<file path="config.mk">
export PLATFORM = sky130hd
export DESIGN_NAME = matrix_multiply_8x8_u8
export DESIGN_NICKNAME = d
export VERILOG_FILES = /design/src/hdl/mm8_pkg.sv /design/src/hdl/mm8_front.sv /design/src/hdl/mm8_back.sv /design/src/hdl/matrix_multiply_8x8_u8.sv
export SDC_FILE = /design/constraint.sdc
export NUM_CORES = 2
export LEC_CHECK = 0
export BUFFER_PORTS_ARGS = -buffer_cell sky130_fd_sc_hd__buf_2
export CAP_MARGIN = 20
export CORE_MARGIN = 3
export CORE_UTILIZATION = 40
export DETAILED_ROUTE_END_ITERATION = 7
export GPL_ROUTABILITY_DRIVEN = 1
export MAX_ROUTING_LAYER = met4
export PLACE_DENSITY = 0.63
export SETUP_SLACK_MARGIN = 0.05
export SYNTH_ARGS = -nofsm -noshare
export SYNTH_HDL_FRONTEND = slang
export SYNTH_SLANG_ARGS = --single-unit
</file>
<file path="constraint.sdc">
create_clock -name clk -period 12.45 [get_ports clk]
set_clock_uncertainty 0.05 [all_clocks]
set_input_delay 0.6225 -clock clk [delete_from_list [all_inputs] [get_ports clk]]
set_output_delay 0.6225 -clock clk [all_outputs]
set_load 0.005 [all_outputs]
</file>
<file path="src/hdl/mm8_pkg.sv">
// ---------------------------------------------------------------------------
// mm8_pkg
// Shared types and constants for the 8x8 unsigned matrix multiplier.
// ---------------------------------------------------------------------------
`default_nettype none

package mm8_pkg;

    // Input opcodes
    localparam logic [1:0] OP_WRITE_A = 2'd0;
    localparam logic [1:0] OP_WRITE_B = 2'd1;
    localparam logic [1:0] OP_COMPUTE = 2'd2;

    localparam int SUM_W = 19;
    localparam logic [SUM_W-1:0] SUM_MAX = '1;

    // Command queue between front and back
    localparam int CQ_DEPTH = 4;
    localparam int CQ_PW    = $clog2(CQ_DEPTH);
    localparam int CQ_CW    = $clog2(CQ_DEPTH + 1);

    typedef struct packed {
        logic [1:0] op;
        logic [2:0] row;
        logic [2:0] col;
        logic [7:0] value;
    } in_word_t;

    typedef struct packed {
        logic [2:0]       out_row;
        logic [2:0]       out_col;
        logic [SUM_W-1:0] product_sum;
        logic             last_of_run;
    } out_word_t;

    typedef enum logic [1:0] {
        CMD_WRITE_A,
        CMD_WRITE_B,
        CMD_COMPUTE
    } cmd_kind_t;

    typedef struct packed {
        cmd_kind_t  kind;
        logic [2:0] row;
        logic [2:0] col;
        logic [7:0] value;
    } cmd_t;

    typedef enum logic [1:0] {
        ST_IDLE,
        ST_MAC,
        ST_WAIT,
        ST_EMIT
    } back_state_t;

endpackage

`default_nettype wire

</file>
<file path="src/hdl/mm8_front.sv">
// ---------------------------------------------------------------------------
// mm8_front
// Accepts input words, drops no-ops and out-of-range writes, and queues
// the remaining commands for the back end.
// ---------------------------------------------------------------------------
`default_nettype none

module mm8_front
    import mm8_pkg::*;
#(
    parameter int DIM = 8
)
(
    input  logic     clk,
    input  logic     rst_n,
    input  logic     push,
    output logic     full,
    input  in_word_t item,
    output logic     cmd_valid,
    input  logic     cmd_ready,
    output cmd_t     cmd
);

    cmd_t             cq_mem [CQ_DEPTH];
    logic [CQ_PW-1:0] wr_ptr_reg, wr_ptr_next;
    logic [CQ_PW-1:0] rd_ptr_reg, rd_ptr_next;
    logic [CQ_CW-1:0] count_reg, count_next;

    logic  keep;
    logic  in_range;
    cmd_t  cls_cmd;
    logic  enq;
    logic  deq;

    // Classify
    always_comb
    begin
        in_range      = (int'(item.row) < DIM) && (int'(item.col) < DIM);
        keep          = 1'b0;
        cls_cmd.kind  = CMD_COMPUTE;
        cls_cmd.row   = item.row;
        cls_cmd.col   = item.col;
        cls_cmd.value = item.value;
        unique case (item.op)
            OP_WRITE_A:
            begin
                keep         = in_range;
                cls_cmd.kind = CMD_WRITE_A;
            end
            OP_WRITE_B:
            begin
                keep         = in_range;
                cls_cmd.kind = CMD_WRITE_B;
            end
            OP_COMPUTE:
            begin
                keep         = 1'b1;
                cls_cmd.kind = CMD_COMPUTE;
            end
            default:
            begin
                keep = 1'b0;
            end
        endcase
    end

    assign full      = (count_reg == CQ_CW'(CQ_DEPTH));
    assign cmd_valid = (count_reg != '0);
    assign cmd       = cq_mem[rd_ptr_reg];
    assign enq       = push && !full && keep;
    assign deq       = cmd_valid && cmd_ready;

    always_comb
    begin
        wr_ptr_next = enq ? CQ_PW'(wr_ptr_reg + 1'b1) : wr_ptr_reg;
        rd_ptr_next = deq ? CQ_PW'(rd_ptr_reg + 1'b1) : rd_ptr_reg;
        count_next  = count_reg;
        if (enq && !deq)
        begin
            count_next = CQ_CW'(count_reg + 1'b1);
        end
        else if (deq && !enq)
        begin
            count_next = CQ_CW'(count_reg - 1'b1);
        end
    end

    always_ff @(posedge clk or negedge rst_n)
    begin
        if (!rst_n)
        begin
            wr_ptr_reg <= '0;
            rd_ptr_reg <= '0;
            count_reg  <= '0;
        end
        else
        begin
            wr_ptr_reg <= wr_ptr_next;
            rd_ptr_reg <= rd_ptr_next;
            count_reg  <= count_next;
        end
    end

    always_ff @(posedge clk)
    begin
        if (enq)
        begin
            cq_mem[wr_ptr_reg] <= cls_cmd;
        end
    end

endmodule

`default_nettype wire

</file>
<file path="src/hdl/mm8_back.sv">
// ---------------------------------------------------------------------------
// mm8_back
// Holds the A and B stores, runs the multiply sequencer over a row of
// MAC cells and presents results through an output register.
// ---------------------------------------------------------------------------
`default_nettype none

module mm8_back
    import mm8_pkg::*;
#(
    parameter int DIM = 8
)
(
    input  logic      clk,
    input  logic      rst_n,
    input  logic      cmd_valid,
    output logic      cmd_ready,
    input  cmd_t      cmd,
    input  logic      pop,
    output logic      empty,
    output out_word_t result
);

    localparam int IW = $clog2(DIM);
    localparam int AW = $clog2(DIM * DIM);
    localparam int SW = $clog2(DIM * 65025 + 1);
    localparam int XW = (SW > SUM_W) ? SW : SUM_W;

    // Stores: A row-major bytes, B one word per row with a byte per column
    logic [7:0]            a_mem [DIM * DIM];
    logic [DIM-1:0][7:0]   b_mem [DIM];
    logic [DIM*DIM-1:0]    a_vld_reg;
    logic [DIM-1:0][DIM-1:0] b_vld_reg;

    logic [7:0]            a_rd_reg;
    logic [DIM-1:0][7:0]   b_rd_reg;
    logic                  a_rdv_reg;
    logic [DIM-1:0]        b_rdv_reg;

    back_state_t    state_reg, state_next;
    logic [IW-1:0]  i_reg, i_next;
    logic [IW-1:0]  k_reg, k_next;
    logic [IW-1:0]  j_reg, j_next;
    logic [AW-1:0]  a_ptr_reg, a_ptr_next;
    logic           mac_en_reg, mac_en_next;
    logic           mac_first_reg, mac_first_next;
    logic           out_vld_reg, out_vld_next;
    out_word_t      result_reg;

    logic [SW-1:0]  acc_reg [DIM];
    logic [15:0]    prod [DIM];
    logic [7:0]     a_eff;

    logic           wr_a;
    logic           wr_b;
    logic           rd_en;
    logic           push_out;
    logic           out_space;
    logic [AW-1:0]  wr_addr;
    logic [IW-1:0]  wr_row;
    logic [IW-1:0]  wr_col;
    logic [XW-1:0]  acc_x;
    out_word_t      emit_word;

    assign wr_addr   = AW'(int'(cmd.row) * DIM + int'(cmd.col));
    assign wr_row    = IW'(cmd.row);
    assign wr_col    = IW'(cmd.col);
    assign out_space = !out_vld_reg || pop;

    // Sequencer
    always_comb
    begin
        state_next     = state_reg;
        i_next         = i_reg;
        k_next         = k_reg;
        j_next         = j_reg;
        a_ptr_next     = a_ptr_reg;
        mac_en_next    = 1'b0;
        mac_first_next = 1'b0;
        cmd_ready      = 1'b0;
        wr_a           = 1'b0;
        wr_b           = 1'b0;
        rd_en          = 1'b0;
        push_out       = 1'b0;
        unique case (state_reg)
            ST_IDLE:
            begin
                cmd_ready = 1'b1;
                if (cmd_valid)
                begin
                    unique case (cmd.kind)
                        CMD_WRITE_A:
                        begin
                            wr_a = 1'b1;
                        end
                        CMD_WRITE_B:
                        begin
                            wr_b = 1'b1;
                        end
                        CMD_COMPUTE:
                        begin
                            i_next     = '0;
                            k_next     = '0;
                            a_ptr_next = '0;
                            state_next = ST_MAC;
                        end
                        default:
                        begin
                        end
                    endcase
                end
            end
            ST_MAC:
            begin
                rd_en          = 1'b1;
                mac_en_next    = 1'b1;
                mac_first_next = (k_reg == '0);
                a_ptr_next     = AW'(a_ptr_reg + 1'b1);
                if (k_reg == IW'(DIM - 1))
                begin
                    k_next     = '0;
                    state_next = ST_WAIT;
                end
                else
                begin
                    k_next = IW'(k_reg + 1'b1);
                end
            end
            ST_WAIT:
            begin
                // last MAC of the row lands this cycle
                j_next     = '0;
                state_next = ST_EMIT;
            end
            ST_EMIT:
            begin
                if (out_space)
                begin
                    push_out = 1'b1;
                    if (j_reg == IW'(DIM - 1))
                    begin
                        j_next = '0;
                        if (i_reg == IW'(DIM - 1))
                        begin
                            state_next = ST_IDLE;
                        end
                        else
                        begin
                            i_next     = IW'(i_reg + 1'b1);
                            state_next = ST_MAC;
                        end
                    end
                    else
                    begin
                        j_next = IW'(j_reg + 1'b1);
                    end
                end
            end
            default:
            begin
                state_next = ST_IDLE;
            end
        endcase
    end

    always_comb
    begin
        out_vld_next = out_vld_reg;
        if (push_out)
        begin
            out_vld_next = 1'b1;
        end
        else if (pop)
        begin
            out_vld_next = 1'b0;
        end
    end

    always_ff @(posedge clk or negedge rst_n)
    begin
        if (!rst_n)
        begin
            state_reg     <= ST_IDLE;
            i_reg         <= '0;
            k_reg         <= '0;
            j_reg         <= '0;
            a_ptr_reg     <= '0;
            mac_en_reg    <= 1'b0;
            mac_first_reg <= 1'b0;
            out_vld_reg   <= 1'b0;
        end
        else
        begin
            state_reg     <= state_next;
            i_reg         <= i_next;
            k_reg         <= k_next;
            j_reg         <= j_next;
            a_ptr_reg     <= a_ptr_next;
            mac_en_reg    <= mac_en_next;
            mac_first_reg <= mac_first_next;
            out_vld_reg   <= out_vld_next;
        end
    end

    // Entry valid bits: an unwritten entry reads as zero
    always_ff @(posedge clk or negedge rst_n)
    begin
        if (!rst_n)
        begin
            a_vld_reg <= '0;
            b_vld_reg <= '0;
            a_rdv_reg <= 1'b0;
            b_rdv_reg <= '0;
        end
        else
        begin
            if (wr_a)
            begin
                a_vld_reg[wr_addr] <= 1'b1;
            end
            if (wr_b)
            begin
                b_vld_reg[wr_row][wr_col] <= 1'b1;
            end
            if (rd_en)
            begin
                a_rdv_reg <= a_vld_reg[a_ptr_reg];
                b_rdv_reg <= b_vld_reg[k_reg];
            end
        end
    end

    always_ff @(posedge clk)
    begin
        if (wr_a)
        begin
            a_mem[wr_addr] <= cmd.value;
        end
        if (rd_en)
        begin
            a_rd_reg <= a_mem[a_ptr_reg];
        end
    end

    always_ff @(posedge clk)
    begin
        if (wr_b)
        begin
            b_mem[wr_row][wr_col] <= cmd.value;
        end
        if (rd_en)
        begin
            b_rd_reg <= b_mem[k_reg];
        end
    end

    // MAC cells, one per output column
    assign a_eff = a_rdv_reg ? a_rd_reg : 8'd0;

    always_comb
    begin
        for (int c = 0; c < DIM; c++)
        begin
            prod[c] = 16'(a_eff) * 16'(b_rdv_reg[c] ? b_rd_reg[c] : 8'd0);
        end
    end

    always_ff @(posedge clk)
    begin
        if (mac_en_reg)
        begin
            for (int c = 0; c < DIM; c++)
            begin
                acc_reg[c] <= (mac_first_reg ? SW'(0) : acc_reg[c]) + SW'(prod[c]);
            end
        end
    end

    // Result formatting with saturation at the field width
    always_comb
    begin
        acc_x                 = XW'(acc_reg[j_reg]);
        emit_word.out_row     = 3'(i_reg);
        emit_word.out_col     = 3'(j_reg);
        emit_word.product_sum = (acc_x > XW'(SUM_MAX)) ? SUM_MAX : acc_x[SUM_W-1:0];
        emit_word.last_of_run = (i_reg == IW'(DIM - 1)) && (j_reg == IW'(DIM - 1));
    end

    always_ff @(posedge clk)
    begin
        if (push_out)
        begin
            result_reg <= emit_word;
        end
    end

    assign empty  = !out_vld_reg;
    assign result = result_reg;

endmodule

`default_nettype wire

</file>
<file path="src/hdl/matrix_multiply_8x8_u8.sv">
// ---------------------------------------------------------------------------
// matrix_multiply_8x8_u8
// Unsigned 8-bit DIM x DIM matrix multiplier with queue-style ports.
// ---------------------------------------------------------------------------
// Usage:
//   Input words go in on item with push; a word is taken on a rising edge
//   with push high and full low. op 0 loads A[row][col], op 1 loads B[row][col],
//   op 2 starts a product run; op 3 and out-of-range loads are dropped.
//   Results come out on result while empty is low, oldest first, and leave
//   on a rising edge with pop high. A run gives DIM*DIM words in row-major
//   order, the final one marked with last_of_run.
// Timing:
//   The back end takes a load while idle and stays idle. In a run, each
//   row reads one A byte and one B row word per cycle into DIM MAC cells
//   (ST_MAC), then waits while the last products settle (ST_WAIT), then
//   emits the row one entry at a time as the output register frees (ST_EMIT).
// Reset and stalls:
//   Reset empties the command queue and output register and marks every
//   store entry unwritten, so both matrices read as zero. A stalled
//   receiver holds the run in place; the four-deep command queue keeps
//   taking words until it fills, then full rises.
// ---------------------------------------------------------------------------
`default_nettype none

module matrix_multiply_8x8_u8
    import mm8_pkg::*;
#(
    parameter int DIM = 8
)
(
    input  logic      clk,
    input  logic      rst_n,
    input  logic      push,
    output logic      full,
    input  in_word_t  item,
    input  logic      pop,
    output logic      empty,
    output out_word_t result
);

    // Front to back command handoff
    logic cmd_valid;
    logic cmd_ready;
    cmd_t cmd;

    // Front: classify and queue
    mm8_front #(
        .DIM (DIM)
    ) u_front (
        .clk       (clk),
        .rst_n     (rst_n),
        .push      (push),
        .full      (full),
        .item      (item),
        .cmd_valid (cmd_valid),
        .cmd_ready (cmd_ready),
        .cmd       (cmd)
    );

    // Back: stores, MAC sequencer, output register
    mm8_back #(
        .DIM (DIM)
    ) u_back (
        .clk       (clk),
        .rst_n     (rst_n),
        .cmd_valid (cmd_valid),
        .cmd_ready (cmd_ready),
        .cmd       (cmd),
        .pop       (pop),
        .empty     (empty),
        .result    (result)
    );

endmodule

`default_nettype wire

</file>
==> impl_metrics.env <==
export IMPL_status="finished, final reports clean"
export IMPL_synthAdderAreaFrac_pct=14.2
export IMPL_drtPass1Iterations=6
export IMPL_die_w_um=453
export IMPL_synth_mux_area_share_pct=12.2
export IMPL_overflow=0
export IMPL_cp_arrival_ps=7840
export IMPL_cts_tree="built"
export IMPL_crit_type="flop to flop"
export IMPL_yosys_warnings=0
export IMPL_synth_cells=5577
export IMPL_grt_start_max_net_pins=106
export IMPL_worst_slack_ps=5050
export IMPL_cpMostUsedCell="fa_1"
export IMPL_core_mm2=0.198
export IMPL_slew_viol_final=0
export IMPL_rsz0062_at_grt="no"
export IMPL_post_route_drc_count=0
export IMPL_ir_drop_mv=0.140
export IMPL_postSynthNetCount=6327
export IMPL_fin_crit_ps=7400
export IMPL_cts_num_sinks=1502
export IMPL_timing_rr_start="u_back.a_rdv_reg"
export IMPL_diodes=0
export IMPL_slew_headroom_pct=22.2
export IMPL_p_leak_nw=33.9
export IMPL_ctsResizeCount=0
export IMPL_dpl_worst_slack_ps=5250
export IMPL_holdPathStages=3
export IMPL_reg2reg_slack_ps=5050
export IMPL_cp_start_kind="flop"
export IMPL_hp_start="pop"
export IMPL_fin_crit_sh_pct=59.5
export IMPL_slowest_stage="a2111oi_0"
export IMPL_synth_cell_types=70
export IMPL_path_buf_inv=3
export IMPL_clk_latency_ps=790
export IMPL_r2r_cells=21
export IMPL_seq_area_frac_synth_pct=55.4
export IMPL_num_vias=45200
export IMPL_finalSetupViolCount=0
export IMPL_cts_root_buf="clkbuf_16"
export IMPL_swShare_pct=34.4
export IMPL_synth_simple_gate_area_share_pct=8.70
export IMPL_maxCapViolations=0
export IMPL_syn2layout_area_growth_pct=10.4
export IMPL_wl_per_cell_um=21.8
export IMPL_async_flop_share_pct=10.9
export IMPL_clock_power_share_pct=24.8
export IMPL_grt_pass1_vias=46000
export IMPL_worstMarginPinSlew_ps=1140
export IMPL_ant_nets=0
export IMPL_finalSetupTns_ps=0
export IMPL_hold_end="u_back.out_vld_reg"
export IMPL_ios=48
export IMPL_htree_num_levels=4
export IMPL_cts_clk_slew_worst_paths_ps=60
export IMPL_crit_required_ps=12890
export IMPL_place_congestion=0.882
export IMPL_hold_violations=0
export IMPL_max_stage_delay_ps=980
export IMPL_drt_iter0_markers=3657
export IMPL_num_nets_final=6386
export IMPL_final_cell_mix="edfxtp_1 (1,338), nor2_1 (718), inv_1 (436), ha_1 (432), mux4_2 (377)"
export IMPL_grt_pass1_wl_mm=285
export IMPL_dp_hpwl_mm=124
export IMPL_crit_family="adder cells"
export IMPL_end_kind="flop"
export IMPL_synth_top_family_by_area="adder cells"
export IMPL_syn_area_per_cell_um2=14.3
export IMPL_die_h_um=453
export IMPL_rows=163
export IMPL_power_density_mw_per_mm2=205
export IMPL_synth_compound_area_share_pct=4.10
export IMPL_start_util_pct=40.4
export IMPL_placed_cell_area_mm2=0.0832
export IMPL_grt_usage_pct=18.5
export IMPL_design_area_mm2=0.0883
export IMPL_holdBufCountCts=16
export IMPL_ys_flop_type="edfxtp_1"
export IMPL_path_cells="nand2_2 > buf_4 > nor2_1 > fa_1 > fa_1 > fa_1 > inv_1 > fa_1 > inv_1 > ha_1 > or2_2 > a21oi_1 > nor3_1 > a2111oi_0 > xnor2_1 > ha_1 > or3_1 > o211a_1 > a41oi_1 > xor2_1 > nor2_1"
export IMPL_path_max_fanout=55
export IMPL_whs_ps=155
export IMPL_synth_seq_cells=1502
export IMPL_synthXorXnorAreaFrac_pct=2.31
export IMPL_reg2reg_to="u_back.acc_reg[1][18]"
export IMPL_drive_gt1_share_pct=16.6
export IMPL_power_internal_mw=11.9
export IMPL_p_seq_share_pct=42.1
export IMPL_synth_edf_count=1338
export IMPL_post_cts_buffers=0
export IMPL_max_freq_ghz=0.135
export IMPL_drt_wl_total_mm=183
export IMPL_numCtsBuffers=152
export IMPL_hp_class="input port to flop"
export IMPL_die_area_mm2=0.205
export IMPL_power_switching_mw=6.24
export IMPL_layout_commonest_cell="edfxtp_1"
export IMPL_clockBufferDepth=3
export IMPL_synthesis_area_mm2=0.0800
export IMPL_power_frac_comb_pct=33.0
export IMPL_vias_per_cell=5.39
export IMPL_antenna_found_initial=5
export IMPL_port_buffers=47
cell type report:
type	count	area, um^2
Clock buffer	210	4240
Clock inverter	67	696
Fill cell	17300	110000
Inverter	436	1640
Multi-Input combinational cell	3431	33300
Sequential cell	1502	44300
Tap cell	2640	3300
Timing Repair Buffer	113	807
per-layer routing:
metal	wire length, um	up-vias	GRT usage, %
met2	86600	1249	28.7
met5	0	-	-
met3	9840	221	2.64
li1	-	20500	-
met4	4060	0	4.35
met1	82400	23300	26.0
through the flow:
step	power (mW)	util, %	instances
after floorplan	11.7	-	5577
after global placement	13.6	42.0	8103
after detailed placement	13.8	42.0	8104
after CTS	18.3	44.6	8397
after global routing	19.1	44.6	8399
final	18.1	44.6	8399
worst reg2reg max path, stage by stage, from the launching register on:
cell and delay, ps:
dfrtp_1 590, nand2_2 130, buf_4 610, nor2_1 210, fa_1 540, fa_1 520
fa_1 510, inv_1 60, fa_1 470, inv_1 40, ha_1 300, or2_2 310
a21oi_1 200, nor3_1 70, a2111oi_0 980, xnor2_1 190, ha_1 260, or3_1 360
o211a_1 230, a41oi_1 280, xor2_1 170, nor2_1 50
how the worst max path moves through the flow:
stage,from,to,slack [ps],cells after the start
floorplan,u_back.a_rdv_reg,u_back.acc_reg[5][16],6070,26
finish,u_back.a_rdv_reg,u_back.acc_reg[1][18],5050,21
CTS,u_back.a_rdv_reg,u_back.acc_reg[1][18],5210,21
detailed placement,u_back.a_rdv_reg,u_back.acc_reg[1][18],5250,21
global route,u_back.a_rdv_reg,u_back.acc_reg[1][18],4700,21
global placement,u_back.a_rdv_reg,u_back.acc_reg[1][18],5210,21
power groups by stage:
stage	clock network, mW	registers [mW]	logic [mW]
6_report	4.50	7.64	5.99
5_1_grt	4.78	7.71	6.56
4_1_cts	4.59	7.65	6.04
3_5_place_dp	0	7.75	6.01
3_3_place_gp	0	7.73	5.90
2_1_floorplan	0	7.39	4.26
kinds of logic after synthesis:
family | count (synthesis)
adders and majority gates | 730
DFF | 1502
xor gates and xnor gates | 211
and+or+nand+nor | 1498
AOI/OAI and AO/OA | 506
muxes | 486
buffers and inverters | 644
Yosys cell counts (28+ instances only):
library cell	n	area share, %
mux4_2	385	11
dfrtp_1	164	5.1
fa_1	297	7.4
nand2b_1	32	0.25
nand2_1	177	0.83
o21ai_0	73	0.46
nor3_1	47	0.29
nor2b_1	165	1.3
ha_1	433	6.8
edfxtp_1	1338	50
clkbuf_1	152	0.71
nand3_1	116	0.73
nor2_1	718	3.4
or3_1	28	0.22
inv_1	436	2.0
or2_2	130	1.0
a21oi_1	167	1.0
xnor2_1	164	1.8
buf_1	31	0.15
xor2_1	47	0.51
mux2_2	92	1.3
a21o_1	48	0.45
o21bai_1	30	0.28
o21a_1	39	0.37
Note: power is estimated with default switching activity, not from simulation.
